[src/rtl/tspq_pkg.sv]
// Package for the telemetry slot pool queue: word types, request and status codes,
// slot phases and the command structs passed between the top level and its units.
// No dependencies.
package tspq_pkg;

    // Input word: one request.
    typedef struct packed {
        logic [2:0] req_type;
        logic       req_class;
        logic [4:0] slot_index;
        logic       slot_present;
    } t_req;

    // Output word: one result per request.
    typedef struct packed {
        logic [1:0]  status;
        logic [4:0]  result_slot;
        logic        result_class;
        logic        slot_freed;
        logic [15:0] drops_seen;
    } t_rsp;

    // Request types
    localparam logic [2:0] REQ_RESERVE    = 3'd0;
    localparam logic [2:0] REQ_DISMISS    = 3'd1;
    localparam logic [2:0] REQ_COMMIT     = 3'd2;
    localparam logic [2:0] REQ_CONS_BEGIN = 3'd3;
    localparam logic [2:0] REQ_CONS_END   = 3'd4;
    localparam logic [2:0] REQ_ACK        = 3'd5;

    // Result status
    localparam logic [1:0] ST_DONE    = 2'd0;
    localparam logic [1:0] ST_NONE    = 2'd1;
    localparam logic [1:0] ST_ERROR   = 2'd2;
    localparam logic [1:0] ST_IGNORED = 2'd3;

    // Slot phases
    localparam logic [1:0] PH_FREE     = 2'd0;
    localparam logic [1:0] PH_RESERVED = 2'd1;
    localparam logic [1:0] PH_QUEUED   = 2'd2;

    // Slot table update for one request
    typedef struct packed {
        logic reserve;       // take slot, one reference, record class
        logic release_slot;  // back to the free pool
        logic enqueue;       // mark queued
        logic ref_inc;
        logic ref_dec;
        logic kind;
    } t_slot_cmd;

    // Class queue update for one request
    typedef struct packed {
        logic push;
        logic pop;
        logic cls;
    } t_queue_cmd;

endpackage

[src/rtl/tspq_slots.sv]
// Slot table of the telemetry slot pool queue: phase, class, reference count and free
// map per slot, plus the lowest-free-slot search. Depends on tspq_pkg.
module tspq_slots #(
    parameter int TOTAL_SLOTS  = 30,
    parameter int URGENT_SLOTS = 10,
    parameter int REF_BITS     = 4,
    parameter int SLOT_W       = $clog2(TOTAL_SLOTS)
) (
    input  logic                  i_clk,
    input  logic                  i_rst_n,
    input  tspq_pkg::t_slot_cmd   i_cmd,
    input  logic [SLOT_W-1:0]     i_wr_addr,
    input  logic [SLOT_W-1:0]     i_rd_addr,
    input  logic                  i_search_cls,
    output logic [1:0]            o_rd_phase,
    output logic                  o_rd_kind,
    output logic [REF_BITS-1:0]   o_rd_refs,
    output logic                  o_found,
    output logic [SLOT_W-1:0]     o_found_idx
);
    import tspq_pkg::*;

    logic [1:0]          r_phase [TOTAL_SLOTS];
    logic                r_kind  [TOTAL_SLOTS];
    logic [REF_BITS-1:0] r_refs  [TOTAL_SLOTS];
    logic [TOTAL_SLOTS-1:0] r_free;

    assign o_rd_phase = r_phase[i_rd_addr];
    assign o_rd_kind  = r_kind[i_rd_addr];
    assign o_rd_refs  = r_refs[i_rd_addr];

    // Lowest free slot; a nonurgent search skips the urgent range.
    always_comb begin
        o_found     = 1'b0;
        o_found_idx = '0;
        for (int i = TOTAL_SLOTS - 1; i >= 0; i--) begin
            if (r_free[i] && (!i_search_cls || i >= URGENT_SLOTS)) begin
                o_found     = 1'b1;
                o_found_idx = SLOT_W'(i);
            end
        end
    end

    always_ff @(posedge i_clk) begin
        if (!i_rst_n) begin
            for (int i = 0; i < TOTAL_SLOTS; i++) begin
                r_phase[i] <= PH_FREE;
                r_kind[i]  <= 1'b0;
                r_refs[i]  <= '0;
            end
            r_free <= '1;
        end else begin
            if (i_cmd.reserve) begin
                r_phase[i_wr_addr] <= PH_RESERVED;
                r_kind[i_wr_addr]  <= i_cmd.kind;
                r_refs[i_wr_addr]  <= REF_BITS'(1);
                r_free[i_wr_addr]  <= 1'b0;
            end
            if (i_cmd.release_slot) begin
                r_phase[i_wr_addr] <= PH_FREE;
                r_refs[i_wr_addr]  <= '0;
                r_free[i_wr_addr]  <= 1'b1;
            end
            if (i_cmd.enqueue) begin
                r_phase[i_wr_addr] <= PH_QUEUED;
            end
            if (i_cmd.ref_inc) begin
                r_refs[i_wr_addr] <= r_refs[i_wr_addr] + REF_BITS'(1);
            end
            if (i_cmd.ref_dec) begin
                r_refs[i_wr_addr] <= r_refs[i_wr_addr] - REF_BITS'(1);
            end
        end
    end

endmodule

[src/rtl/tspq_queues.sv]
// Class queues of the telemetry slot pool queue: head, tail and nonempty flag per class
// and the link store that chains committed slots. Depends on tspq_pkg.
module tspq_queues #(
    parameter int TOTAL_SLOTS = 30,
    parameter int SLOT_W      = $clog2(TOTAL_SLOTS)
) (
    input  logic                  i_clk,
    input  logic                  i_rst_n,
    input  tspq_pkg::t_queue_cmd  i_cmd,
    input  logic [SLOT_W-1:0]     i_slot,
    output logic [SLOT_W-1:0]     o_head [2],
    output logic                  o_nonempty [2]
);
    import tspq_pkg::*;

    logic [SLOT_W-1:0] r_head [2];
    logic [SLOT_W-1:0] r_tail [2];
    logic              r_ne   [2];
    logic [SLOT_W-1:0] r_link [TOTAL_SLOTS];
    logic [SLOT_W-1:0] link_next;

    assign o_head     = r_head;
    assign o_nonempty = r_ne;
    assign link_next  = r_link[r_head[i_cmd.cls]];

    always_ff @(posedge i_clk) begin
        if (!i_rst_n) begin
            for (int c = 0; c < 2; c++) begin
                r_head[c] <= '0;
                r_tail[c] <= '0;
                r_ne[c]   <= 1'b0;
            end
        end else begin
            if (i_cmd.push) begin
                if (!r_ne[i_cmd.cls]) begin
                    r_head[i_cmd.cls] <= i_slot;
                end
                r_tail[i_cmd.cls] <= i_slot;
                r_ne[i_cmd.cls]   <= 1'b1;
            end
            if (i_cmd.pop) begin
                if (r_head[i_cmd.cls] == r_tail[i_cmd.cls]) begin
                    r_ne[i_cmd.cls] <= 1'b0;
                end else begin
                    r_head[i_cmd.cls] <= link_next;
                end
            end
        end
    end

    // Link the new slot behind the current tail.
    always_ff @(posedge i_clk) begin
        if (i_cmd.push && r_ne[i_cmd.cls]) begin
            r_link[r_tail[i_cmd.cls]] <= i_slot;
        end
    end

endmodule

[src/rtl/telemetry_slot_pool_queue_top.sv]
// Top level of the telemetry slot pool queue: request register, request decode,
// drop tally and result register. Depends on tspq_pkg, tspq_slots, tspq_queues.
//
// Usage:
//   Request channel: drive a request word on i_req and raise start. The word is
//   taken at the rising edge where start is high and busy is low. busy stays low,
//   so a request may be issued in every cycle.
//   Result channel: every request yields exactly one result word on o_rsp, marked
//   by o_done for exactly one cycle. The receiver cannot stall; a result not
//   captured in its cycle is gone.
// Request flow:
//   A taken request is held in the request register and decoded against the slot
//   table and the class queues; its result is captured in the result register.
//   One request per cycle. The state updates land at the same edge as the
//   result, so a following request already sees them.
// Reset (synchronous, active low):
//   All slots free with zero references, both queues empty, drop tally zero, no
//   result pending. The queue link store is not cleared; a link is only followed
//   after it was written.
// Decode cost per request: one priority search over the pool, one read of a slot
// entry and one head compare.
module telemetry_slot_pool_queue_top #(
    parameter int URGENT_SLOTS    = 10,
    parameter int NONURGENT_SLOTS = 20,
    parameter int REF_BITS        = 4
) (
    input  logic           i_clk,
    input  logic           i_rst_n,
    input  logic           start,
    output logic           busy,
    input  tspq_pkg::t_req i_req,
    output logic           o_done,
    output tspq_pkg::t_rsp o_rsp
);
    import tspq_pkg::*;

    localparam int TOTAL_SLOTS = URGENT_SLOTS + NONURGENT_SLOTS;
    localparam int SLOT_W      = $clog2(TOTAL_SLOTS);
    localparam logic [6:0]          TOTAL_V = 7'(TOTAL_SLOTS);
    localparam logic [REF_BITS-1:0] REF_MAX = '1;

    // Request stage
    logic r_req_v;
    t_req r_req;

    // Result stage
    logic r_done;
    t_rsp r_rsp;
    logic [15:0] r_drops;
    logic [15:0] n_drops;
    t_rsp        n_rsp;

    // Decode signals
    logic [5:0]          s_ext;
    logic                s_valid;
    logic [SLOT_W-1:0]   s_idx;
    logic [SLOT_W-1:0]   rd_addr;
    logic [SLOT_W-1:0]   wr_addr;
    logic [1:0]          rd_phase;
    logic                rd_kind;
    logic [REF_BITS-1:0] rd_refs;
    logic [REF_BITS-1:0] refs_dec;
    logic                found;
    logic [SLOT_W-1:0]   found_idx;
    logic [SLOT_W-1:0]   q_head [2];
    logic                q_ne   [2];
    logic                rel_cls;
    logic                is_head;
    t_slot_cmd           scmd;
    t_queue_cmd          qcmd;

    // busy is tied low: the block never stalls a request and never holds start off.
    assign busy = 1'b0;

    always_ff @(posedge i_clk) begin
        if (!i_rst_n) begin
            r_req_v <= 1'b0;
        end else begin
            r_req_v <= start && !busy;
        end
    end

    always_ff @(posedge i_clk) begin
        if (start && !busy) begin
            r_req <= i_req;
        end
    end

    // Slot handle: beyond the pool means an invalid handle.
    assign s_ext   = {1'b0, r_req.slot_index};
    assign s_valid = {1'b0, s_ext} < TOTAL_V;
    assign s_idx   = s_ext[SLOT_W-1:0];

    // Consume-begin reads the queue head, everything else the given handle.
    assign rd_addr = (r_req.req_type == REQ_CONS_BEGIN) ? q_head[r_req.req_class] : s_idx;
    assign wr_addr = (r_req.req_type == REQ_RESERVE) ? found_idx : rd_addr;

    // Ack names its class; consume-end uses the class the slot was reserved in.
    assign rel_cls  = (r_req.req_type == REQ_ACK) ? r_req.req_class : rd_kind;
    assign is_head  = s_valid && q_ne[rel_cls] && (q_head[rel_cls] == s_idx)
                      && (rd_phase == PH_QUEUED);
    assign refs_dec = rd_refs - REF_BITS'(1);

    always_comb begin
        scmd    = '0;
        qcmd    = '0;
        n_drops = r_drops;
        n_rsp   = '0;
        n_rsp.status = ST_DONE;
        unique case (r_req.req_type)
            REQ_RESERVE: begin
                if (!found) begin
                    n_rsp.status = ST_NONE;
                    if (r_drops != 16'hFFFF) begin
                        n_drops = r_drops + 16'd1;
                    end
                end else begin
                    scmd.reserve        = 1'b1;
                    scmd.kind           = r_req.req_class;
                    n_rsp.result_slot   = 5'((6)'(found_idx));
                    n_rsp.result_class  = r_req.req_class;
                end
            end
            REQ_DISMISS: begin
                if (!s_valid || rd_phase != PH_RESERVED) begin
                    n_rsp.status = ST_ERROR;
                end else begin
                    scmd.release_slot = 1'b1;
                    n_rsp.slot_freed  = 1'b1;
                end
            end
            REQ_COMMIT: begin
                if (!s_valid || rd_phase != PH_RESERVED) begin
                    n_rsp.status = ST_ERROR;
                end else begin
                    scmd.enqueue = 1'b1;
                    qcmd.push    = 1'b1;
                    qcmd.cls     = rd_kind;
                end
            end
            REQ_CONS_BEGIN: begin
                if (!q_ne[r_req.req_class]) begin
                    n_rsp.status = ST_NONE;
                end else if (rd_refs == REF_MAX) begin
                    n_rsp.status = ST_ERROR;
                end else begin
                    scmd.ref_inc       = 1'b1;
                    n_rsp.result_slot  = 5'((6)'(rd_addr));
                    n_rsp.result_class = rd_kind;
                end
            end
            REQ_CONS_END, REQ_ACK: begin
                if (r_req.req_type == REQ_ACK && (!r_req.slot_present || !is_head)) begin
                    n_rsp.status = ST_IGNORED;
                end else if (!is_head) begin
                    n_rsp.status = ST_ERROR;
                end else if (refs_dec != '0) begin
                    scmd.ref_dec = 1'b1;
                end else begin
                    // Last reference gone: free the slot and pop its queue.
                    scmd.release_slot = 1'b1;
                    qcmd.pop          = 1'b1;
                    qcmd.cls          = rel_cls;
                    n_rsp.slot_freed  = 1'b1;
                end
            end
            default: begin
                n_rsp.status = ST_ERROR;
            end
        endcase
        // Drop everything when no request is in the stage.
        if (!r_req_v) begin
            scmd    = '0;
            qcmd    = '0;
            n_drops = r_drops;
        end
        n_rsp.drops_seen = n_drops;
    end

    tspq_slots #(
        .TOTAL_SLOTS  (TOTAL_SLOTS),
        .URGENT_SLOTS (URGENT_SLOTS),
        .REF_BITS     (REF_BITS),
        .SLOT_W       (SLOT_W)
    ) u_slots (
        .i_clk        (i_clk),
        .i_rst_n      (i_rst_n),
        .i_cmd        (scmd),
        .i_wr_addr    (wr_addr),
        .i_rd_addr    (rd_addr),
        .i_search_cls (r_req.req_class),
        .o_rd_phase   (rd_phase),
        .o_rd_kind    (rd_kind),
        .o_rd_refs    (rd_refs),
        .o_found      (found),
        .o_found_idx  (found_idx)
    );

    tspq_queues #(
        .TOTAL_SLOTS (TOTAL_SLOTS),
        .SLOT_W      (SLOT_W)
    ) u_queues (
        .i_clk      (i_clk),
        .i_rst_n    (i_rst_n),
        .i_cmd      (qcmd),
        .i_slot     (s_idx),
        .o_head     (q_head),
        .o_nonempty (q_ne)
    );

    // Result register and drop tally
    always_ff @(posedge i_clk) begin
        if (!i_rst_n) begin
            r_done  <= 1'b0;
            r_drops <= '0;
        end else begin
            r_done  <= r_req_v;
            r_drops <= n_drops;
        end
    end

    always_ff @(posedge i_clk) begin
        if (r_req_v) begin
            r_rsp <= n_rsp;
        end
    end

    assign o_done = r_done;
    assign o_rsp  = r_rsp;

endmodule
[config.mk]
export PLATFORM = sky130hd
export DESIGN_NAME = telemetry_slot_pool_queue_top
export DESIGN_NICKNAME = d
export VERILOG_FILES = /design/src/rtl/tspq_pkg.sv /design/src/rtl/tspq_slots.sv /design/src/rtl/tspq_queues.sv /design/src/rtl/telemetry_slot_pool_queue_top.sv
export SDC_FILE = /design/constraint.sdc
export NUM_CORES = 1
export LEC_CHECK = 0
export BUFFER_PORTS_ARGS = -buffer_cell sky130_fd_sc_hd__buf_2
export CORE_ASPECT_RATIO = 1.5
export CORE_UTILIZATION = 35
export CTS_CLUSTER_SIZE = 8
export DETAILED_ROUTE_END_ITERATION = 6
export MAX_ROUTING_LAYER = met4
export PLACE_DENSITY_LB_ADDON = 0.2
export SYNTH_ARGS = -nofsm -noshare
export SYNTH_HDL_FRONTEND = slang
export SYNTH_SLANG_ARGS = --single-unit
export TNS_END_PERCENT = 100
[constraint.sdc]
create_clock -name i_clk -period 6.9 [get_ports i_clk]
set_input_delay 1.38 -clock i_clk [delete_from_list [all_inputs] [get_ports i_clk]]
set_output_delay 1.38 -clock i_clk [all_outputs]
set_load 0.005 [all_outputs]
==> flow_summary.yaml, run 1 <==
outcome:
  outcome: "finished, final reports clean"
critical_path:
  crit_path_end_kind: "flip-flop"
  cp_data_required_time_ns: 7.43
  crit_fanout: 33
  critical_path_class: "flip-flop to flip-flop"
  cp.arrival_ns: 7.00
  worstSetupStartpointType: "flip-flop"
  cp-startpoint: "r_req[9]$_DFFE_PP_"
  r2r_start: "r_req[9]$_DFFE_PP_"
power:
  internal_power_mw: 5.32
  clock_power_share_pct: 44.3
  p_leak_nw: 9.67
  p_seq_share_pct: 44.9
  switchingPower_mw: 1.89
  swShare_pct: 26.2
  power.density_nw_per_um2: 248
  max-vdd-ir-drop_mv: 0.169
  combPwrFrac_pct: 10.8
global_routing:
  first_global_vias: 20900
  antenna_found_initial: 0
  grt_max_degree: 90
  grt_use_total_pct: 24.7
  grt_pass1_wl_um: 133000
  gr-total-overflow: 0
final_layout:
  layout_commonest_cell: "edfxtp_1"
  final_layout_size_suffix_gt1_share_pct: 12.5
  synthToLayoutAreaGrowth_pct: 13.4
  antenna_cells: 0
  fin_area_um2: 29000
  fin_nets: 2544
  final_cell_mix: "edfxtp_1 (389), nand2_1 (388), nor2_1 (283)"
  final_cells: 3504
  final_util_pct: 40.0
flow_run:
  drv_cap: 0
place:
  gp_congestion: 0.968
  dp_cells: 3379
  port-buffer-count: 38
  place_area_um2: 27000
  dp_hpwl_um: 63100
  pre_cts_slack_ns: 0.477
sta:
  finalSetupViolations: 0
  fin_skew_ns: 0.0312
  setup_slack_ns: 0.429
  clock.fmax_mhz: 155
  period_minus_slack_ns: 6.47
  tns_ns: 0
  report.final.slew_viol_count: 0
  hold_viol_final: 0
  post-route-period-util_pct: 93.8
  worstMarginPinSlew_ns: 1.09
  timing.slew.headroom_pct: 26.8
  grt_setup_unrepaired: "no"
synth:
  yosysWarnings: 0
  ys_types: 75
  syn-instance-count: 2516
  seq_area_frac_synth_pct: 52.6
  netlist_area_um2: 25600
  avgSynthCellArea_um2: 10.2
  synth_ff_type: "edfxtp_1"
  async_flop_share_pct: 0
  synth_edf_count: 389
  ys_ff_latch: 479
route:
  finalWirelength_um: 90100
  postRouteAntennaNets: 0
  vias_per_cell: 5.99
  drt_iter0_drc: 1750
  post-route-drc-count: 0
  drt-pass1-iter-count: 7
  wire_per_inst_um: 25.7
  vias: 20982
floorplanning:
  rows: 121
  die_y_um: 333
  die_area_um2: 74300
  initial_utilization_pct: 35.3
  ios: 40
  die-width_um: 223
  core_area_um2: 72500
hold_path:
  hp-class: "flip-flop to flip-flop"
  min_from: "u_slots.r_kind[4]$_DFF_P_"
cts:
  cts_tree: "done"
  clockBufferDepth: 3
  h-tree-depth: 3
  cts_setup_buffers: 0
  ctsHoldBuffers: 0
  numCtsBuffers: 69
  clk_pin_slew_ns: 0.05
  clk_latency_ns: 0.61
  cts_root_buf: "clkbuf_16"
  cts_resized: 0
  cts_sinks: 479
## metrics by stage
step	total power [mW]	hold slack [ns]
3_3_place_gp	4.05	0.422
2_1_floorplan	3.74	0.410
3_5_place_dp	4.06	0.423
4_1_cts	7.25	0.432
5_1_grt	7.41	0.439
6_report	7.21	0.433
## cells in the mapped netlist (all sizes together), types with 7 or more instances
cell type,instances,area (um^2)
a221oi,64,561
a22oi,37,278
buf,62,318
a221o,15,150
xnor2,16,140
mux2,90,1020
xor2,11,96.3
inv,32,120
nor3,46,230
edfxtp,389,11700
a21oi,60,300
o211ai,30,225
mux2i,201,2040
nand4,38,244
dfxtp,90,1800
nand2,389,1460
nand2b,12,75.1
nand3,101,505
nor4,14,87.6
and3,7,43.8
nor2b,8,50.1
o22ai,78,488
a31oi,33,206
clkbuf,134,503
a32oi,24,210
and2,26,163
o21ai,106,531
nand3b,10,75.1
a211oi,10,80.1
nor2,285,1070
## per-layer routing
layer  vias to the layer above  global-route usage [%]  share of wire [%]
met2                       809                    43.5                 52
met5                         -                       -                  0
met3                       270                    2.92                5.0
met1                     10444                    26.4                 37
li1                       9459                       -                  -
met4                         0                    15.1                6.2
## kinds of logic (layout without fill, tap and decap cells)
kind of cell    Yosys count  after routing  share of synthesized area (%)
mux                     293            293                           12.1
flops                   479            479                           52.6
other cells               1              7                         0.0146
fa+ha+maj                 3              3                          0.147
simple gates            962            962                           16.4
compound gates          523            523                           14.1
buf+inv                 228            288                           3.67
xor+xnor                 27             27                          0.923
## layout make-up
type	instances	area [um^2]
fill	7066	43500
sequential	479	13500
multi-input combinational	1815	11300
clock buffer	121	1940
tap	922	1150
timing repair buffer	131	941
inverter	32	120
clock inverter	4	53.8
## registers in the layout, indices dropped and copies added (netlist names), 2 cells and up
register	flops
s_idx	5
u_slots.r_refs	128
r_drops	16
u_queues.r_tail	10
u_queues.o_nonempty	2
o_rsp	25
u_slots.r_kind	32
r_req	5
u_queues.o_head	10
u_slots.r_free	30
u_slots.r_phase	64
u_queues.r_link	150
## final timing paths
path / endpoint / slack, ns / cells past startpoint
setup / recovery: u_queues.o_head[6]$_SDFF_PN0_ / 0.43 / 18
hold / removal: u_slots.r_kind[4]$_DFF_P_ / 0.43 / 2
setup reg to reg: u_queues.o_head[6]$_SDFF_PN0_ / 0.43 / 18
hold reg to reg: u_slots.r_kind[4]$_DFF_P_ / 0.43 / 2
## worst max-delay path: stages (launching register included)
cell	delay [ns]
edfxtp_1	0.52
and3b_1	0.58
buf_4	0.29
mux2i_4	0.45
mux4_2	0.54
and3_1	0.19
a211o_1	0.27
or3_1	0.31
o32a_1	0.22
a211oi_2	0.38
nand4_2	0.26
mux2i_4	0.63
buf_12	0.28
buf_4	0.24
a221oi_1	0.11
a22oi_1	0.29
a21oi_1	0.18
nor4_1	0.43
o2bb2ai_1	0.17
## power by group through the flow
stage,logic (mW),clock network (mW),registers [mW]
final,0.779,3.19,3.24
after global routing,0.825,3.35,3.24
after CTS,0.767,3.24,3.24
after detailed placement,0.765,0,3.29
after global placement,0.757,0,3.29
after floorplan,0.471,0,3.27
Note: power is estimated with default switching activity, not from simulation.
==> inputs of run 2 (changes only) <==
==> constraint.sdc (replaced) <==
create_clock -name i_clk -period 8.02 [get_ports i_clk]
set_input_delay 1.604 -clock i_clk [delete_from_list [all_inputs] [get_ports i_clk]]
set_output_delay 1.604 -clock i_clk [all_outputs]
set_load 0.005 [all_outputs]
==> flow_summary.yaml, run 2 (same netlist as run 1, synthesis figures left out) <==
global_routing:
  grt_use_total_pct: 24.2
  first_global_vias: 20637
  grt_pass1_wl_um: 131000
  grt_util_met3_pct: 3.07
  antenna_found_initial: 1
  gr-total-overflow: 0
  busiest_layer: "met2"
  gr-usage-met1_pct: 25.9
  grt_use_met2_pct: 42.9
  grt_max_degree: 101
place:
  port-buffer-count: 38
  gp_congestion: 0.977
  dp_hpwl_um: 61300
  dp_cells: 3365
power:
  swShare_pct: 26.2
  max-vdd-ir-drop_mv: 0.147
  combPwrFrac_pct: 10.8
  p_seq_share_pct: 44.3
  clock_power_share_pct: 44.9
  switchingPower_mw: 1.64
  power.density_nw_per_um2: 216
  p_leak_nw: 9.62
  power.total_mw: 6.27
  internal_power_mw: 4.63
cts:
  cts_root_buf: "clkbuf_16"
  h-tree-depth: 3
  clk_latency_ns: 0.62
  ctsHoldBuffers: 0
  numCtsBuffers: 70
  clockBufferDepth: 3
  cts_resized: 0
  clk_pin_slew_ns: 0.05
  cts_setup_buffers: 0
  cts_tree: "done"
  cts_sinks: 479
critical_path:
  cp_data_required_time_ns: 8.46
  worstSetupStartpointType: "flip-flop"
  cp.arrival_ns: 7.49
  critical_path_class: "flip-flop to flip-flop"
  worst_path_largest_cell_delay_ns: 0.89
  critical-path-slowest-cell: "and3b_1"
  cpLargestDelayFamily: "simple AND/OR/NAND/NOR gates"
  crit_fanout: 22
  crit_top_cell: "buf_4"
  crit_chain: "and3b_1 -> mux2i_4 -> buf_4 -> buf_4 -> nand2_1 -> nand3_1 -> nand4_1 -> nand3_1 -> o21ai_0 -> and3_1 -> and4_1 -> nor2_2 -> buf_4 -> mux2i_2 -> buf_4 -> a22oi_1 -> a21oi_1 -> or4_1 -> o22ai_1"
  crit_buf_inv: 4
  crit_path_end_kind: "flip-flop"
final_layout:
  multi_input_area_um2: 11300
  synthToLayoutAreaGrowth_pct: 13.2
  final_cells: 3495
  fillers: 7058
  final_layout_size_suffix_gt1_share_pct: 12.3
  final_cell_mix: "edfxtp_1 (389), nand2_1 (388), nor2_1 (283)"
  fin_nets: 2531
  regArea_um2: 13500
  largest_register_ff_count: 150
  layout_commonest_cell: "edfxtp_1"
floorplanning:
  die_area_um2: 74300
  die_y_um: 333
  rows: 121
  core_area_um2: 72500
  ios: 40
  die-width_um: 223
  initial_utilization_pct: 35.3
sta:
  grt_setup_unrepaired: "no"
  fin_skew_ns: 0.0246
  worstMarginPinSlew_ns: 1.16
  hold_viol_final: 0
  period_minus_slack_ns: 7.05
  finalSetupViolations: 0
  tns_ns: 0
  report.final.slew_viol_count: 0
  timing.slew.headroom_pct: 22.5
  post-route-period-util_pct: 87.9
  clock.fmax_mhz: 142
hold_path:
  hp-class: "flip-flop to flip-flop"
route:
  drt-pass1-iter-count: 7
  drt_iter0_drc: 1707
  finalWirelength_um: 88800
  postRouteAntennaNets: 0
  vias: 20988
  vias_per_cell: 6.01
  wire_per_inst_um: 25.4
  post-route-drc-count: 0
flow_run:
  drv_cap: 0
outcome:
  outcome: "finished, final reports clean"
run 2: tightest hold or removal path, cell delays in order, from the launching register on:
cell and delay [ns]:
dfxtp_1 0.31, nand2_1 0.05, nor2_1 0.03
run 2: power groups by stage:
stage	sequential [mW]	clock, mW	combinational [mW]
6_report	2.78	2.81	0.680
5_1_grt	2.78	2.96	0.717
4_1_cts	2.77	2.87	0.671
3_5_place_dp	2.82	0	0.669
3_3_place_gp	2.82	0	0.661
2_1_floorplan	2.81	0	0.405
run 2: area by class of cell:
class	count	share of cell area, %
inverter	32	0.414
antenna	2	0.0173
clock buffer	122	6.86
sequential	479	46.6
tap	922	3.98
timing repair buffer	117	2.80
clock inverter	6	0.337
multi-input combinational	1815	39.0
run 2: per-stage QoR:
stage                     area [um^2]  utilization, %  hold slack [ns]  setup slack, ns
final                           29000            40.0            0.436            0.971
after global routing            29000            40.0            0.460            0.615
after CTS                       29000            40.0            0.432             1.06
after global placement          26900            37.1            0.422             1.22
after floorplan                 25600               -            0.410             3.10
after detailed placement        26900            37.1            0.424             1.10
run 2: worst paths after layout:
path,from,end,slack [ns],cells past startpoint
max reg2reg,r_req[9]$_DFFE_PP_,u_queues.o_head[9]$_SDFF_PN0_,0.97,19
min reg2reg,u_slots.r_kind[4]$_DFF_P_,u_slots.r_kind[4]$_DFF_P_,0.44,2
min,u_slots.r_kind[4]$_DFF_P_,u_slots.r_kind[4]$_DFF_P_,0.44,2
max,r_req[9]$_DFFE_PP_,u_queues.o_head[9]$_SDFF_PN0_,0.97,19
run 2: metal layers:
layer,vias up,share of wire (%)
li1,9460,-
met1,10523,37
met2,765,52
met3,240,5.1
met4,0,5.7
met5,-,0
